[src/sv/mrne_pkg.sv]
package mrne_pkg;

   localparam int DELTA_W = 8;
   localparam int STEP_W  = 7;

   localparam logic [7:0] KEY_LEFT  = 8'h85;
   localparam logic [7:0] KEY_RIGHT = 8'h95;

   localparam logic [7:0] BTN_LEFT  = 8'h01;
   localparam logic [7:0] BTN_RIGHT = 8'h02;

   localparam logic [STEP_W-1:0] NAV_STEP_RESET = 7'd24;
   localparam logic [6:0]        MIN_REPORT_LEN = 7'd3;

   localparam logic ACT_REPORT = 1'b0;
   localparam logic ACT_STOP   = 1'b1;

   localparam logic EVT_KEY = 1'b0;
   localparam logic EVT_NAV = 1'b1;

   typedef struct packed {
      logic               start;
      logic [DELTA_W-1:0] dividend;
      logic [STEP_W-1:0]  divisor;
   } div_req_type;

   typedef struct packed {
      logic               done;
      logic [DELTA_W-1:0] quotient;
      logic [STEP_W-1:0]  remainder;
   } div_rsp_type;

endpackage

[src/sv/mrne_div.sv]
module mrne_div (
   input  logic                 clock,
   input  logic                 reset,
   input  mrne_pkg::div_req_type div_req,
   output mrne_pkg::div_rsp_type div_rsp
);

   localparam int STEPS = mrne_pkg::DELTA_W;
   localparam int CNT_W = $clog2(STEPS);

   logic                         busy_ff, busy_in;
   logic                         done_ff, done_in;
   logic [CNT_W-1:0]             cnt_ff, cnt_in;
   logic [mrne_pkg::DELTA_W-1:0] quo_ff, quo_in;
   logic [mrne_pkg::STEP_W-1:0]  rem_ff, rem_in;

   logic [mrne_pkg::STEP_W:0]    trial;
   logic [mrne_pkg::STEP_W:0]    diff;
   logic                         fits;

   always_comb begin
      trial = {rem_ff, quo_ff[mrne_pkg::DELTA_W-1]};
      diff  = trial - {1'b0, div_req.divisor};
      fits  = trial >= {1'b0, div_req.divisor};

      busy_in = busy_ff;
      done_in = 1'b0;
      cnt_in  = cnt_ff;
      quo_in  = quo_ff;
      rem_in  = rem_ff;

      if (div_req.start) begin
         busy_in = 1'b1;
         cnt_in  = '0;
         quo_in  = div_req.dividend;
         rem_in  = '0;
      end else if (busy_ff) begin
         quo_in = {quo_ff[mrne_pkg::DELTA_W-2:0], fits};
         rem_in = fits ? diff[mrne_pkg::STEP_W-1:0] : trial[mrne_pkg::STEP_W-1:0];
         cnt_in = cnt_ff + 1'b1;
         if (cnt_ff == CNT_W'(STEPS - 1)) begin
            busy_in = 1'b0;
            done_in = 1'b1;
         end
      end
   end

   always_ff @(posedge clock) begin
      if (reset) begin
         busy_ff <= 1'b0;
         done_ff <= 1'b0;
         cnt_ff  <= '0;
      end else begin
         busy_ff <= busy_in;
         done_ff <= done_in;
         cnt_ff  <= cnt_in;
      end
      quo_ff <= quo_in;
      rem_ff <= rem_in;
   end

   assign div_rsp.done      = done_ff;
   assign div_rsp.quotient  = quo_ff;
   assign div_rsp.remainder = rem_ff;

endmodule

[src/sv/mouse_report_to_nav_events.sv]
// Decodes boot-protocol mouse reports into key and navigation events.
// The req channel carries one report or stop item; the rsp channel returns up
// to three events per item in the order left key or click, right key, then
// navigation, with rsp_last set on the final one. Items that cause no event
// return nothing. The csr port writes the step size used in UI mode.
// An item is taken only while req_stall is low, one item at a time.
// A report of length 3 or more in UI mode with nonzero motion runs two
// restoring divisions on one shared subtract-and-compare unit, first vertical
// then horizontal; each loads its operands, then finds one quotient bit per
// iteration. After the divisions, or directly after acceptance for any other
// item, the sequencer loads the item's events one at a time into the output
// register. It returns to idle when the final event is loaded, or when it
// finds no event pending, and only then takes the next item, so a UI item with
// motion holds the input through both divisions and all of its events.
// The rsp side is one output register; while rsp_stall is high it holds its
// item, and the block waits before loading the next event of the same item.
// The final event of an item may still wait there while the next item is
// taken. Synchronous reset clears the held buttons, both residuals, all
// pending events and the output valid flag, and sets the step size to 24.
module mouse_report_to_nav_events (
   input  logic              clock,
   input  logic              reset,

   input  logic              csr_write_enable,
   input  logic [6:0]        csr_write_data,

   input  logic              req_valid,
   output logic              req_stall,
   input  logic              req_action,
   input  logic [6:0]        req_report_length,
   input  logic [7:0]        req_buttons,
   input  logic signed [7:0] req_delta_x,
   input  logic signed [7:0] req_delta_y,
   input  logic              req_raw_mode,

   output logic              rsp_valid,
   input  logic              rsp_stall,
   output logic              rsp_event_kind,
   output logic [7:0]        rsp_key_code,
   output logic              rsp_key_pressed,
   output logic [7:0]        rsp_nav_up,
   output logic [7:0]        rsp_nav_down,
   output logic [7:0]        rsp_nav_left,
   output logic [7:0]        rsp_nav_right,
   output logic              rsp_nav_click,
   output logic              rsp_last
);

   typedef enum logic [1:0] {ST_IDLE, ST_DIV_Y, ST_DIV_X, ST_EMIT} state_type;

   state_type   state_ff, state_in;
   logic [6:0]  nav_step_ff, nav_step_in;
   logic [7:0]  held_ff, held_in;
   logic [7:0]  res_x_ff, res_x_in;
   logic [7:0]  res_y_ff, res_y_in;
   logic        pend_l_ff, pend_l_in;
   logic        pend_r_ff, pend_r_in;
   logic        pend_n_ff, pend_n_in;
   logic        left_click_ff, left_click_in;
   logic        left_pressed_ff, left_pressed_in;
   logic        right_pressed_ff, right_pressed_in;
   logic [7:0]  nav_up_ff, nav_up_in;
   logic [7:0]  nav_down_ff, nav_down_in;
   logic [7:0]  nav_left_ff, nav_left_in;
   logic [7:0]  nav_right_ff, nav_right_in;
   logic        neg_x_ff, neg_x_in;
   logic        neg_y_ff, neg_y_in;
   logic [7:0]  mag_x_ff, mag_x_in;

   logic        rsp_valid_ff, rsp_valid_in;
   logic        rsp_kind_ff, rsp_kind_in;
   logic [7:0]  rsp_code_ff, rsp_code_in;
   logic        rsp_pressed_ff, rsp_pressed_in;
   logic [7:0]  rsp_up_ff, rsp_up_in;
   logic [7:0]  rsp_down_ff, rsp_down_in;
   logic [7:0]  rsp_left_ff, rsp_left_in;
   logic [7:0]  rsp_right_ff, rsp_right_in;
   logic        rsp_click_ff, rsp_click_in;
   logic        rsp_last_ff, rsp_last_in;

   mrne_pkg::div_req_type div_req;
   mrne_pkg::div_rsp_type div_rsp;

   logic        accept;
   logic        is_stop;
   logic        report_ok;
   logic        motion;
   logic        ui_motion;
   logic [7:0]  changed;
   logic [7:0]  dx_u;
   logic [7:0]  dy_u;
   logic [8:0]  sum_x;
   logic [8:0]  sum_y;
   logic [8:0]  neg_sum_x;
   logic [8:0]  neg_sum_y;
   logic [7:0]  mag_y;
   logic [6:0]  step_eff;
   logic [7:0]  rem_pos;
   logic [7:0]  rem_neg;
   logic        out_free;
   logic        load;
   logic [7:0]  res_x_abs;

   mrne_div u_div (
      .clock   (clock),
      .reset   (reset),
      .div_req (div_req),
      .div_rsp (div_rsp)
   );

   always_comb begin
      step_eff  = (nav_step_ff == 7'd0) ? 7'd1 : nav_step_ff;
      accept    = req_valid && (state_ff == ST_IDLE);
      is_stop   = req_action == mrne_pkg::ACT_STOP;
      report_ok = !is_stop && (req_report_length >= mrne_pkg::MIN_REPORT_LEN);
      changed   = req_buttons ^ held_ff;
      dx_u      = req_delta_x;
      dy_u      = req_delta_y;
      motion    = (dx_u != 8'd0) || (dy_u != 8'd0);
      ui_motion = report_ok && !req_raw_mode && motion;

      sum_x     = {res_x_ff[7], res_x_ff} + {dx_u[7], dx_u};
      sum_y     = {res_y_ff[7], res_y_ff} + {dy_u[7], dy_u};
      neg_sum_x = 9'd0 - sum_x;
      neg_sum_y = 9'd0 - sum_y;
      mag_y     = sum_y[8] ? neg_sum_y[7:0] : sum_y[7:0];

      rem_pos   = {1'b0, div_rsp.remainder};
      rem_neg   = 8'd0 - rem_pos;
      res_x_abs = res_x_ff[7] ? (8'd0 - res_x_ff) : res_x_ff;

      div_req.start    = (accept && ui_motion) || ((state_ff == ST_DIV_Y) && div_rsp.done);
      div_req.dividend = (state_ff == ST_IDLE) ? mag_y : mag_x_ff;
      div_req.divisor  = step_eff;

      out_free = !rsp_valid_ff || !rsp_stall;
      load     = (state_ff == ST_EMIT) && out_free && (pend_l_ff || pend_r_ff || pend_n_ff);

      state_in         = state_ff;
      nav_step_in      = csr_write_enable ? csr_write_data : nav_step_ff;
      held_in          = held_ff;
      res_x_in         = res_x_ff;
      res_y_in         = res_y_ff;
      pend_l_in        = pend_l_ff;
      pend_r_in        = pend_r_ff;
      pend_n_in        = pend_n_ff;
      left_click_in    = left_click_ff;
      left_pressed_in  = left_pressed_ff;
      right_pressed_in = right_pressed_ff;
      nav_up_in        = nav_up_ff;
      nav_down_in      = nav_down_ff;
      nav_left_in      = nav_left_ff;
      nav_right_in     = nav_right_ff;
      neg_x_in         = neg_x_ff;
      neg_y_in         = neg_y_ff;
      mag_x_in         = mag_x_ff;

      rsp_valid_in   = load || (rsp_valid_ff && rsp_stall);
      rsp_kind_in    = rsp_kind_ff;
      rsp_code_in    = rsp_code_ff;
      rsp_pressed_in = rsp_pressed_ff;
      rsp_up_in      = rsp_up_ff;
      rsp_down_in    = rsp_down_ff;
      rsp_left_in    = rsp_left_ff;
      rsp_right_in   = rsp_right_ff;
      rsp_click_in   = rsp_click_ff;
      rsp_last_in    = rsp_last_ff;

      unique case (state_ff)
         ST_IDLE: begin
            if (accept) begin
               state_in  = ui_motion ? ST_DIV_Y : ST_EMIT;
               pend_l_in = 1'b0;
               pend_r_in = 1'b0;
               pend_n_in = 1'b0;
               if (is_stop) begin
                  pend_l_in        = req_raw_mode && ((held_ff & mrne_pkg::BTN_LEFT) != 8'd0);
                  pend_r_in        = req_raw_mode && ((held_ff & mrne_pkg::BTN_RIGHT) != 8'd0);
                  left_click_in    = 1'b0;
                  left_pressed_in  = 1'b0;
                  right_pressed_in = 1'b0;
                  held_in          = 8'd0;
               end else if (report_ok) begin
                  pend_l_in = ((changed & mrne_pkg::BTN_LEFT) != 8'd0) &&
                              (req_raw_mode || ((req_buttons & mrne_pkg::BTN_LEFT) != 8'd0));
                  pend_r_in = ((changed & mrne_pkg::BTN_RIGHT) != 8'd0) && req_raw_mode;
                  left_click_in    = !req_raw_mode;
                  left_pressed_in  = (req_buttons & mrne_pkg::BTN_LEFT) != 8'd0;
                  right_pressed_in = (req_buttons & mrne_pkg::BTN_RIGHT) != 8'd0;
                  held_in          = req_buttons;
                  if (motion && req_raw_mode) begin
                     pend_n_in    = 1'b1;
                     nav_up_in    = dy_u[7] ? (8'd0 - dy_u) : 8'd0;
                     nav_down_in  = dy_u[7] ? 8'd0 : dy_u;
                     nav_left_in  = dx_u[7] ? (8'd0 - dx_u) : 8'd0;
                     nav_right_in = dx_u[7] ? 8'd0 : dx_u;
                     res_x_in     = 8'd0;
                     res_y_in     = 8'd0;
                  end
                  neg_x_in = sum_x[8];
                  neg_y_in = sum_y[8];
                  mag_x_in = sum_x[8] ? neg_sum_x[7:0] : sum_x[7:0];
               end
            end
         end
         ST_DIV_Y: begin
            if (div_rsp.done) begin
               nav_up_in   = neg_y_ff ? div_rsp.quotient : 8'd0;
               nav_down_in = neg_y_ff ? 8'd0 : div_rsp.quotient;
               res_y_in    = neg_y_ff ? rem_neg : rem_pos;
               state_in    = ST_DIV_X;
            end
         end
         ST_DIV_X: begin
            if (div_rsp.done) begin
               nav_left_in  = neg_x_ff ? div_rsp.quotient : 8'd0;
               nav_right_in = neg_x_ff ? 8'd0 : div_rsp.quotient;
               res_x_in     = neg_x_ff ? rem_neg : rem_pos;
               pend_n_in    = (nav_up_ff != 8'd0) || (nav_down_ff != 8'd0) ||
                              (div_rsp.quotient != 8'd0);
               state_in     = ST_EMIT;
            end
         end
         ST_EMIT: begin
            if (!(pend_l_ff || pend_r_ff || pend_n_ff)) begin
               state_in = ST_IDLE;
            end else if (load) begin
               rsp_code_in    = 8'd0;
               rsp_pressed_in = 1'b0;
               rsp_up_in      = 8'd0;
               rsp_down_in    = 8'd0;
               rsp_left_in    = 8'd0;
               rsp_right_in   = 8'd0;
               rsp_click_in   = 1'b0;
               if (pend_l_ff) begin
                  pend_l_in   = 1'b0;
                  rsp_last_in = !(pend_r_ff || pend_n_ff);
                  if (left_click_ff) begin
                     rsp_kind_in  = mrne_pkg::EVT_NAV;
                     rsp_click_in = 1'b1;
                  end else begin
                     rsp_kind_in    = mrne_pkg::EVT_KEY;
                     rsp_code_in    = mrne_pkg::KEY_LEFT;
                     rsp_pressed_in = left_pressed_ff;
                  end
               end else if (pend_r_ff) begin
                  pend_r_in      = 1'b0;
                  rsp_last_in    = !pend_n_ff;
                  rsp_kind_in    = mrne_pkg::EVT_KEY;
                  rsp_code_in    = mrne_pkg::KEY_RIGHT;
                  rsp_pressed_in = right_pressed_ff;
               end else begin
                  pend_n_in    = 1'b0;
                  rsp_last_in  = 1'b1;
                  rsp_kind_in  = mrne_pkg::EVT_NAV;
                  rsp_up_in    = nav_up_ff;
                  rsp_down_in  = nav_down_ff;
                  rsp_left_in  = nav_left_ff;
                  rsp_right_in = nav_right_ff;
               end
               if (rsp_last_in) begin
                  state_in = ST_IDLE;
               end
            end
         end
         default: begin
            state_in = ST_IDLE;
         end
      endcase
   end

   always_ff @(posedge clock) begin
      if (reset) begin
         state_ff     <= ST_IDLE;
         nav_step_ff  <= mrne_pkg::NAV_STEP_RESET;
         held_ff      <= 8'd0;
         res_x_ff     <= 8'd0;
         res_y_ff     <= 8'd0;
         pend_l_ff    <= 1'b0;
         pend_r_ff    <= 1'b0;
         pend_n_ff    <= 1'b0;
         rsp_valid_ff <= 1'b0;
      end else begin
         state_ff     <= state_in;
         nav_step_ff  <= nav_step_in;
         held_ff      <= held_in;
         res_x_ff     <= res_x_in;
         res_y_ff     <= res_y_in;
         pend_l_ff    <= pend_l_in;
         pend_r_ff    <= pend_r_in;
         pend_n_ff    <= pend_n_in;
         rsp_valid_ff <= rsp_valid_in;
      end
      left_click_ff    <= left_click_in;
      left_pressed_ff  <= left_pressed_in;
      right_pressed_ff <= right_pressed_in;
      nav_up_ff        <= nav_up_in;
      nav_down_ff      <= nav_down_in;
      nav_left_ff      <= nav_left_in;
      nav_right_ff     <= nav_right_in;
      neg_x_ff         <= neg_x_in;
      neg_y_ff         <= neg_y_in;
      mag_x_ff         <= mag_x_in;
      rsp_kind_ff      <= rsp_kind_in;
      rsp_code_ff      <= rsp_code_in;
      rsp_pressed_ff   <= rsp_pressed_in;
      rsp_up_ff        <= rsp_up_in;
      rsp_down_ff      <= rsp_down_in;
      rsp_left_ff      <= rsp_left_in;
      rsp_right_ff     <= rsp_right_in;
      rsp_click_ff     <= rsp_click_in;
      rsp_last_ff      <= rsp_last_in;
   end

   assign req_stall       = state_ff != ST_IDLE;
   assign rsp_valid       = rsp_valid_ff;
   assign rsp_event_kind  = rsp_kind_ff;
   assign rsp_key_code    = rsp_code_ff;
   assign rsp_key_pressed = rsp_pressed_ff;
   assign rsp_nav_up      = rsp_up_ff;
   assign rsp_nav_down    = rsp_down_ff;
   assign rsp_nav_left    = rsp_left_ff;
   assign rsp_nav_right   = rsp_right_ff;
   assign rsp_nav_click   = rsp_click_ff;
   assign rsp_last        = rsp_last_ff;

   a_done_in_div: assert property (@(posedge clock) disable iff (reset)
      div_rsp.done |-> ((state_ff == ST_DIV_Y) || (state_ff == ST_DIV_X)))
      else $error("divider finished outside a division state");

   a_idle_no_pending: assert property (@(posedge clock) disable iff (reset)
      (state_ff == ST_IDLE) |-> !(pend_l_ff || pend_r_ff || pend_n_ff))
      else $error("events still pending while idle");

   a_last_ends_item: assert property (@(posedge clock) disable iff (reset)
      (load && rsp_last_in) |=> (state_ff == ST_IDLE))
      else $error("final event loaded but sequencer did not return to idle");

   a_residual_below_step: assert property (@(posedge clock) disable iff (reset)
      ((state_ff == ST_DIV_X) && div_rsp.done) |=> (res_x_abs < {1'b0, step_eff}))
      else $error("horizontal residual not below the step size");

endmodule

[config.mk]
export PLATFORM = sky130hd
export DESIGN_NAME = mouse_report_to_nav_events
export DESIGN_NICKNAME = d
export VERILOG_FILES = /design/src/sv/mrne_pkg.sv /design/src/sv/mrne_div.sv /design/src/sv/mouse_report_to_nav_events.sv
export SDC_FILE = /design/constraint.sdc
export NUM_CORES = 1
export LEC_CHECK = 0
export BUFFER_PORTS_ARGS = -buffer_cell sky130_fd_sc_hd__buf_2
export CORE_UTILIZATION = 50
export DETAILED_ROUTE_END_ITERATION = 12
export GPL_TIMING_DRIVEN = 0
export PLACE_DENSITY = 0.7
export RECOVER_POWER = 50
export SYNTH_ARGS = -nofsm -noshare
export SYNTH_HDL_FRONTEND = slang
export SYNTH_SLANG_ARGS = --single-unit
[constraint.sdc]
create_clock -name clock -period 5.3 [get_ports clock]
set_clock_uncertainty 0.2 [all_clocks]
set_input_delay 0.265 -clock clock [delete_from_list [all_inputs] [get_ports clock]]
set_output_delay 0.265 -clock clock [all_outputs]
set_load 0.005 [all_outputs]
==> results.md, run 1 <==
* Slew headroom at -18.2%
* FFs w/ async S/R, synth at 0%
* Hold WC Path Type: in -> reg
* Switch share at 35.0%
* Resized Gates After CTS at 0
* Max_cap viols at 1
* DR WL/cell at 17.4 µm
* FF+latch count, synth at 134
* CP Class: reg -> reg
* Mapped cell area at 7350 µm²
* Die W at 123 µm
* Register area share after synthesis at 48.9%
* Core ar. at 14,100 µm²
* Fin util at 61.4%
* # port buffers at 78
* Largest net degree at the start of global routing at 33
* Mean area per synthesized cell at 10.0 µm²
* Clk Latency, worst-skew pair at 420 ps
* Via-per-instance ratio at 5.71
* CP endpoint kind: register
* Startpoint Class: register
* Leak at 3.28 nW
* IO Count at 91
* Post-Synthesis Cells at 732
* Clock power share at 28.9%
* Final wirelength at 18,000 µm
* CTS tree: built
* R2R Setup Slk at 1470 ps
* Synth Flop Type: edfxtp_1
* Worst r2r src: state_ff[0]
* Share of cells above drive strength 1 at 12.0%
* Setup TNS at 0 ps
* Global-route wire length before repair at 28,300 µm
* Clock sinks at 134
* ANT cells at 0
* Highest clock rate at 261 MHz
* Fin crit share at 72.3%
* Dpl cells at 994
* Post-synth EDFFs at 91
* Detailed Place HPWL at 13,400 µm
* Setup violators final at 0
* Total Routing Usage GR at 25.2%
* Postcts setup bufs at 0
* Cell count of the worst reg-to-reg path at 9
* Slew Viols, Final at 33
* Drt drc at 0
* WHS Endpoint: nav_right_ff[6]
* Hold Startpoint: req_delta_x[6]
* Row count at 43
* Area growth from synthesis to layout at 17.6%
* Flop pwr share at 37.2%
* Clock Path Buffers at 2
* Worst path required time at 5180 ps
* Comb power frac at 33.9%
* Max rail drop VDD at 0.252 mV
* Unique masters post-synth at 65
* Commonest non-fill, non-tap cell in the layout: edfxtp_1
* Routability cong. at 0.892
* Unrepaired setup endpoints after global routing: no
* Critical Path AT at 3710 ps
* Cell Pwr Density at 469 nW/µm²
* Reg2reg end: u_div.quo_ff[1]
* Failing checks: capacitance limit, slew limit
* Crit-path max cell delay at 820 ps
* CTS Buf Count at 17
* Final net count at 927
* Yosys warnings at 0
* Final hold vios at 0
* Final Power at 4.05 mW
* H-Tree Depth at 4
* CP Max Fanout at 13
* Hold path cells at 3
* Starting DRT DRC Count at 487
* Grt ovf at 0
* Cell-internal power at 2.63 mW
* Commonest cells after routing, fill and taps aside: edfxtp_1, nor2_1, clkbuf_1
* Worst-path cell chain: inv_1 -> ha_1 -> clkbuf_1 -> nand2_1 -> nor2_1 -> a32o_1 -> clkbuf_1 -> buf_2 -> or2_1
* Vias in the first global route at 5,681
* Die area at 15,200 µm²
* CTS clk-pin slew, worst paths at 60 ps
* Via count at 5,928
* Clk root buf: clkbuf_16
* Initial core utilization at 52.2%
* Antenna Nets Post-Route at 0
* Minimum clock period at 3830 ps
* Initial antenna violation count at 0
* Final non-filler cell total at 1,038
* Status: complete, but fails checks
* Net load switching power at 1.42 mW
* Die Ht at 123 µm
* Cell mode on critical path: clkbuf_1
* Slowest CP cell: nor2_1
* Drt pass-1 iters at 5
* Worst-margin pin slew at 1770 ps
[cells in the mapped netlist (3+ instances only)]
cell	n	area (µm²)
a211oi_1	8	60.1
a211oi_2	4	50.1
a21o_1	3	22.5
a21oi_1	39	195
a22oi_1	3	22.5
a31oi_1	4	25.0
a32o_1	11	110
and2_1	35	219
buf_2	5	25.0
buf_4	6	45.0
clkbuf_1	26	97.6
dfxtp_1	43	861
edfxtp_1	91	2730
fa_1	3	60.1
ha_1	34	425
inv_1	47	176
mux2_2	3	33.8
mux2i_1	15	150
nand2_1	57	214
nand2b_1	26	163
nand3_1	28	140
nand4_1	7	43.8
nor2_1	68	255
nor2b_1	5	31.3
nor3_1	13	65.1
nor4_1	11	68.8
o211ai_1	3	22.5
o21a_1	3	22.5
o21ai_0	24	120
o21ai_1	7	35.0
o32ai_1	12	105
or2_2	4	25.0
or3_1	8	50.1
xnor2_1	30	263
xor2_1	11	96.3
[logic make-up (layout without fill, tap and decap cells)]
group	after synthesis	after routing	share of synthesized area (%)
multiplexers	20	20	2.81
other	1	4	0.0510
XOR/XNOR	42	42	5.11
AND/OR/NAND/NOR	271	271	18.2
adder cells (fa/ha/maj)	37	37	6.60
buffers and inverters	86	209	4.78
AO/OA/AOI/OAI	141	141	13.5
flip-flops	134	134	48.9
[how the worst max path moves through the flow]
stage                start               to  slack (ps)  depth (start not counted)
6_report       state_ff[0]  u_div.quo_ff[1]        1470                          9
5_1_grt        state_ff[0]  u_div.quo_ff[1]        1160                          9
4_1_cts        state_ff[0]  u_div.quo_ff[1]        1700                          9
3_5_place_dp   state_ff[0]  u_div.quo_ff[6]        1710                          9
3_3_place_gp   state_ff[1]        pend_r_ff         390                          7
2_1_floorplan  state_ff[1]        pend_r_ff        1440                          7
[timing repair]
action	CTS	global route
hold buffers	12	0
hold endpoints to repair	13	0
endpoints found under the setup margin	0	0
[sequential cells by signal, indices dropped and copies added, names as in the netlist, 3 cells and up]
signal         count
rsp_nav_up         8
rsp_nav_down       8
rsp_nav_right      8
nav_left_ff        8
nav_up_ff          8
res_x_ff           8
nav_down_ff        8
mag_x_ff           8
nav_right_ff       8
rsp_nav_left       8
u_div.cnt_ff       3
res_y_ff           8
u_div.rem_ff       7
nav_step_ff        7
u_div.quo_ff       8
[critical path, delay by kind of cell (launching register included)]
kind | cells | cell delay (ps)
buffers and inverters | 4 | 1120
AO/OA/AOI/OAI | 1 | 310
AND/OR/NAND/NOR | 3 | 1350
adder cells (fa/ha/maj) | 1 | 170
flip-flops | 1 | 330
[per-layer routing]
metal / routed length [µm] / up-vias / global-route usage [%]
met5: 0 / - / 0
met4: 616 / 0 / 11.5
met3: 1100 / 56 / 5.72
met2: 8470 / 225 / 41.3
met1: 7840 / 2811 / 31.6
li1: - / 2836 / -
[layout make-up]
class	instances	area, µm²
clock inverters	8	100
clock buffers	24	483
multi-input cells	515	3420
plain buffers	39	174
fillers	1204	5450
inverters	47	176
repair buffers	91	479
well taps	180	225
flip-flops and latches	134	3590
[power by group through the flow]
stage	clock network [mW]	registers, mW	logic [mW]
final	1.17	1.51	1.37
after global routing	1.22	1.52	1.52
after CTS	1.18	1.50	1.37
after detailed placement	0	1.52	1.35
after global placement	0	1.52	1.33
after floorplan	0	1.48	1.01
[per-stage QoR]
stage / hold slack (ps) / instance area, µm² / setup slack [ps]
floorplan: 195 / 7360 / 1440
global placement: 252 / 7980 / 393
detailed placement: 266 / 8010 / 1710
CTS: 48.3 / 8710 / 1700
global route: 78.8 / 8650 / 1160
finish: 88.3 / 8650 / 1470
No activity file was read; power rests on OpenSTA's default activity.
==> inputs of run 2 (changes only) <==
Settings changed: ABC_AREA set to 1.
Clock period 5.3 ns to 3.6 ns, I/O delays scaled along.
==> results.md, run 2 <==
* Fin crit share at 80.1% (+7.8 points)
* Drt drc at 0 (unchanged)
* Starting DRT DRC Count at 477 (-2.1%)
* Final wirelength at 17,700 µm (-1.7%)
* CP Max Fanout at 38 (+25)
* IO Count at 91 (unchanged)
* Clk root buf: clkbuf_16
* Failing checks: capacitance limit, slew limit
* Clock Path Buffers at 2 (unchanged)
* CTS tree: built
* CP Class: reg -> reg
* Worst-margin pin slew at 1580 ps (-194 ps)
* Yosys warnings at 0 (unchanged)
* Fin util at 61.6% (+0.21 points)
* Unique masters post-synth at 48 (-26%)
* Slew Viols, Final at 39 (+18%)
* Slew headroom at -5.21% (+13 points)
* Share of cells above drive strength 1 at 14.0% (+2.0 points)
* H-Tree Depth at 4 (unchanged)
* Startpoint Class: register
* Register area share after synthesis at 48.0% (-0.84 points)
* Crit-path max cell delay at 1280 ps (+460 ps)
* ANT cells at 0 (unchanged)
* WHS at 17.5 ps (-70.7 ps)
* Leak at 4.07 nW (+24%)
* DR WL/cell at 14.7 µm (-15%)
* Area growth from synthesis to layout at 20.1%
* Hold WC Path Type: in -> reg
* Setup TNS at 0 ps (unchanged)
* Status: complete, but fails checks
* Resized Gates After CTS at 0 (unchanged)
* CP endpoint kind: register
* R2R Setup Slk at 710 ps (-750 ps)
* Global-route wire length before repair at 29,400 µm (+4.0%)
* Grt ovf at 0 (unchanged)
* Cts hold-fix bufs at 26 (+14)
* Slowest CP cell: dlymetal6s4s_1
* Post-synth top area cell: edfxtp_1
* Detailed Place HPWL at 13,000 µm (-3.1%)
* Final non-filler cell total at 1,206 (+16%)
* Highest clock rate at 347 MHz (+33%)
* Cell Pwr Density at 795 nW/µm² (+70%)
* FF+latch count, synth at 134 (unchanged)
* Clk Latency, worst-skew pair at 420 ps (about the same)
* Synth Flop Type: edfxtp_1
* Final instance area at 8980 µm² (+3.8%)
* Post-Synthesis Cells at 881 (+20%)
* Routability cong. at 0.923 (+3.4%)
* CTS clk-pin slew, worst paths at 60 ps (about the same)
* Worst-path cell chain: ha_1 -> nand2_1 -> nor2_1 -> dlymetal6s4s_1
* Hold path cells at 3 (unchanged)
* FILL cells at 1,269 (+5.4%)
* Postcts setup bufs at 0 (unchanged)
* Setup violators final at 0 (unchanged)
* # port buffers at 79 (+1.3%)
* Die Ht at 124 µm (+0.86%)
* Dpl cells at 1,148 (+15%)
* Hold Startpoint: req_delta_y[6]
* Minimum clock period at 2890 ps (-947 ps)
* Reg2reg end: rsp_nav_up[2]
* Total Routing Usage GR at 23.9% (-1.2 points)
* Largest net degree at the start of global routing at 39 (+18%)
* FFs w/ async S/R, synth at 0% (unchanged)
* Unrepaired setup endpoints after global routing: no
* Via-per-instance ratio at 5.33 (-6.7%)
* Cell count of the worst reg-to-reg path at 4 (-5)
* Most numerous cell in the Yosys netlist: nand2_1
* Most frequent cells after synthesis: nand2_1, inv_1, nor2_1, edfxtp_1, nand3_1
* Ranking of synthesized cells by area: edfxtp_1, dfxtp_1, nand2_1
* Antenna Nets Post-Route at 0 (unchanged)
* Clock sinks at 134 (unchanged)
* Initial antenna violation count at 0 (unchanged)
* Die area at 15,500 µm² (+1.7%)
* WHS Endpoint: nav_down_ff[6]
* Max_cap viols at 1 (unchanged)
* Die W at 124 µm (+0.86%)
* Worst path required time at 3420 ps (-1760 ps)
* Commonest cells after routing, fill and taps aside: nand2_1, inv_1, nor2_1
* Final hold vios at 0 (unchanged)
* Post-synth top area share at 36.5% (-0.64 points)
* Commonest non-fill, non-tap cell in the layout: nand2_1
* Mean area per synthesized cell at 8.49 µm² (-15%)
* Core ar. at 14,600 µm² (+3.5%)
* Cell Area, Placed at 8140 µm² (+1.7%)
* Final net count at 1,091 (+18%)
* Initial core utilization at 51.3% (-0.88 points)
* Row count at 44 (+2.3%)
* Worst r2r src: state_ff[0]
* Mapped cell area at 7480 µm² (+1.8%)
* Max rail drop VDD at 0.394 mV (+57%)
* Via count at 6,423 (+8.4%)
* CTS Buf Count at 17 (unchanged)
* Post-synth EDFFs at 91 (unchanged)
* Vias in the first global route at 6,112 (+7.6%)
* Drt pass-1 iters at 6 (+1)
* Critical Path AT at 2710 ps (-1000 ps)
==> run 2: cell count changes after synthesis, sizes merged, moves of 17 or more <==
cell	change
nand3	+25
nand2	+100
and2	-34
nand2b	-26
inv	+94
o22ai	+26
nor2	+56
clkbuf	-18
xnor2	-22
o21ai	+17
==> run 2: power by group <==
| group | switching (mW) | internal [mW] | total, mW |
|---|---|---|---|
| Combinational | 1.92 | 1.04 | 2.96 |
| Clock | 0.656 | 1.15 | 1.81 |
| Sequential | 0.186 | 2.19 | 2.37 |
| Total | 2.77 | 4.38 | 7.15 |
==> run 2: cell type report <==
cell class / count / area [µm²] / share of cell area, %
plain buffers: 29 / 171 / 1.91
clock buffers: 18 / 429 / 4.78
clock inverters: 14 / 183 / 2.03
inverters: 141 / 529 / 5.89
multi-input cells: 580 / 3190 / 35.6
flip-flops and latches: 134 / 3590 / 40.0
well taps: 184 / 230 / 2.56
repair buffers: 106 / 652 / 7.26
==> run 2: metrics by stage <==
stage          worst slack (ps)  total power, mW
6_report                    715             7.15
5_1_grt                     473             7.67
4_1_cts                    1040             7.14
3_5_place_dp               1050             5.31
3_3_place_gp                518             5.24
2_1_floorplan              1030             4.59
==> run 2: how the worst max path moves through the flow <==
stage / start / slack (ps) / end / cells past startpoint
2_1_floorplan: state_ff[0] / 1030 / pend_n_ff / 8
3_3_place_gp: state_ff[0] / 520 / pend_n_ff / 8
3_5_place_dp: nav_step_ff[6] / 1050 / u_div.quo_ff[0] / 12
4_1_cts: nav_step_ff[6] / 1040 / u_div.quo_ff[0] / 12
5_1_grt: state_ff[0] / 470 / rsp_nav_up[2] / 4
6_report: state_ff[0] / 710 / rsp_nav_up[2] / 4
==> run 2: cell families after synthesis <==
logic type	Yosys count	synth area share, %
AND/OR/NAND/NOR	376	21.9
buffers and inverters	170	9.38
AO/OA/AOI/OAI	142	11.3
flip-flops	134	48.0
adder cells (fa/ha/maj)	37	6.49
XOR/XNOR	21	2.76
other	1	0.0501
==> run 2: critical path: cells and delay by family, from the launching register on <==
kind          cells  cell delay, ps
buf+inv           1            1280
flops             1             390
simple gates      2             330
fa+ha+maj         1             270
==> run 2: metal layers <==
| metal | GRT usage [%] | up-vias | part of all wire [%] |
|---|---|---|---|
| li1 | - | 3203 | - |
| met1 | 29.5 | 2934 | 43 |
| met2 | 41.2 | 238 | 49 |
| met3 | 3.65 | 48 | 5.3 |
| met4 | 10.8 | 0 | 2.9 |
| met5 | 0 | - | 0 |
==> inputs of run 3 (changes only) <==
Settings changed: PLACE_DENSITY 0.7 to 0.73.
Clock period 3.6 ns to 2.5 ns, I/O delays scaled along.
==> results.md, run 3 (same netlist as run 2, synthesis figures left out) <==
* Status: complete, no violations
* H-Tree Depth at 4 (unchanged)
* Clk root buf: clkbuf_16
* Detailed Place HPWL at 12,900 µm (-0.62%)
* Share of cells above drive strength 1 at 17.1% (+3.1 points)
* Minimum clock period at 2430 ps
* IO Count at 91 (unchanged)
* Via-per-instance ratio at 5.28 (-0.90%)
* Core ar. at 14,600 µm² (unchanged)
* Worst path required time at 2460 ps (-960 ps)
* Total Routing Usage GR at 24.0% (+0.080 points)
* Grt ovf at 0 (unchanged)
* Via count at 6,476 (+0.83%)
* Final net count at 1,112 (+1.9%)
* Leak at 4.13 nW (+1.5%)
* Max_cap viols at 0 (-1)
* Drt pass-1 iters at 7 (+1)
* Hold WC Path Type: in -> reg
* Global-route wire length before repair at 29,300 µm (-0.40%)
* Commonest non-fill, non-tap cell in the layout: nand2_1
* Cell Pwr Density at 1120 nW/µm² (+41%)
* CTS tree: built
* Slew Viols, Final at 0 (-100%)
* Final Power at 10.4 mW (+46%)
* Worst setup path start: req_delta_x[0]
* Cell count of the worst reg-to-reg path at 12 (+8)
* Worst r2r src: nav_step_ff[6]
* Commonest cells after routing, fill and taps aside: nand2_1, inv_1, nor2_1
* DR WL/cell at 14.7 µm (+0.19%)
* Die Ht at 124 µm (unchanged)
* Routability cong. at 0.920 (-0.30%)
* # port buffers at 79 (unchanged)
* Cell Area, Placed at 8120 µm² (-0.25%)
* Pre-CTS setup slack at -94.9 ps (-1150 ps)
* Final hold vios at 0 (unchanged)
* Area growth from synthesis to layout at 24.2%
* ANT cells at 0 (unchanged)
* Unrepaired setup endpoints after global routing: yes
* Hold path cells at 3 (unchanged)
* Setup violators final at 0 (unchanged)
* Critical Path AT at 2390 ps (-320 ps)
* Vias in the first global route at 6,071 (-0.67%)
* R2R Setup Slk at 70 ps (-640 ps)
* Clock Path Buffers at 2 (unchanged)
* Hold Startpoint: req_delta_x[4]
* Final instance area at 9290 µm² (+3.4%)
* Die W at 124 µm (unchanged)
* CP endpoint kind: register
* Reg2reg end: u_div.quo_ff[0]
* CP Class: in -> reg
* CP Max Fanout at 10 (-74%)
* Startpoint Class: input port
* CTS clk-pin slew, worst paths at 60 ps (about the same)
* Antenna Nets Post-Route at 0 (unchanged)
* FILL cells at 1,206 (-5.0%)
* Initial antenna violation count at 0 (unchanged)
* Fin util at 63.7% (+2.1 points)
* Max rail drop VDD at 0.606 mV (+54%)
* Slew headroom at 38.4% (+44 points)
* Starting DRT DRC Count at 449 (-5.9%)
* Clk Latency, worst-skew pair at 420 ps (about the same)
* Worst-margin pin slew at 921 ps (-657 ps)
* Clock sinks at 134 (unchanged)
* Final wirelength at 18,100 µm (+1.9%)
* Worst setup margin at 71.3 ps (-644 ps)
* CTS Buf Count at 17 (unchanged)
* Largest net degree at the start of global routing at 26 (-33%)
* Initial core utilization at 51.3% (unchanged)
* Highest clock rate at 412 MHz
* Drt drc at 0 (unchanged)
* Die area at 15,500 µm² (unchanged)
* WHS Endpoint: nav_right_ff[4]
* Row count at 44 (unchanged)
* Fin crit share at 97.1%
==> run 3: cell count changes in the layout (fill, tap and decap cells not counted), moves of 4 or more <==
cell and change:
nand2_1 -5, dlygate4sd3_1 +14, clkinvlp_4 +4, nand2_2 +4
==> run 3: worst max-delay path by stage <==
stage | end | slack (ps) | cells past startpoint
2_1_floorplan | u_div.quo_ff[0] | 130 | 12
3_3_place_gp | u_div.quo_ff[0] | -40 | 12
6_report | mag_x_ff[5] | 70 | 14
4_1_cts | u_div.quo_ff[0] | 2 | 12
3_5_place_dp | u_div.quo_ff[0] | -90 | 12
5_1_grt | mag_x_ff[6] | -60 | 13
==> run 3: repair_timing <==
action,in CTS,in global routing
gates resized for setup,3,38
hold buffers,39,1
gates cloned,2,1
buffers inserted,0,5
endpoints found under the hold margin,37,6
endpoints found under the setup margin,9,76
pin swaps,4,13
==> run 3: layout make-up <==
class                      instances  area, µm²  area share, %
multi-input combinational        582       3320           35.7
tap                              184        230           2.48
clock buffer                      18        429           4.62
sequential                       134       3600           38.7
clock inverter                    14        159           1.71
timing repair buffer             125        843           9.08
inverter                         141        541           5.82
buffer                            29        173           1.86
==> run 3: power breakdown <==
group	internal, mW	switching (mW)
combinational	1.64	2.87
clock	1.55	0.932
sequential	3.15	0.279
total	6.34	4.08
==> run 3: stage by stage <==
stage / setup TNS, ps / hold WS (ps) / cells
3_5_place_dp: -510 / 147 / 1147
5_1_grt: -721 / 14.9 / 1227
2_1_floorplan: 0 / 36.0 / 884
6_report: 0 / 16.7 / 1227
3_3_place_gp: -74.5 / 136 / 1147
4_1_cts: 0 / 2.43 / 1220
==> run 3: worst max-delay path, cell delays in order <==
cell and delay (ps):
dlygate4sd3_1 540, clkbuf_1 200, ha_1 220, inv_1 60
fa_2 370, inv_1 90, nand4_1 100, nand3_1 130
nand2_1 70, nand2_1 100, nand2_4 100, inv_1 90
nor2_1 60, xnor2_1 140
==> run 3: routing by layer <==
| layer | routed length (µm) | GRT usage [%] | vias up | part of all wire, % |
|---|---|---|---|---|
| li1 | - | - | 3247 | - |
| met1 | 7670 | 30.5 | 2975 | 42 |
| met2 | 8890 | 39.9 | 215 | 49 |
| met3 | 1020 | 4.34 | 39 | 5.7 |
| met4 | 488 | 10.7 | 0 | 2.7 |
| met5 | 0 | 0 | - | 0 |
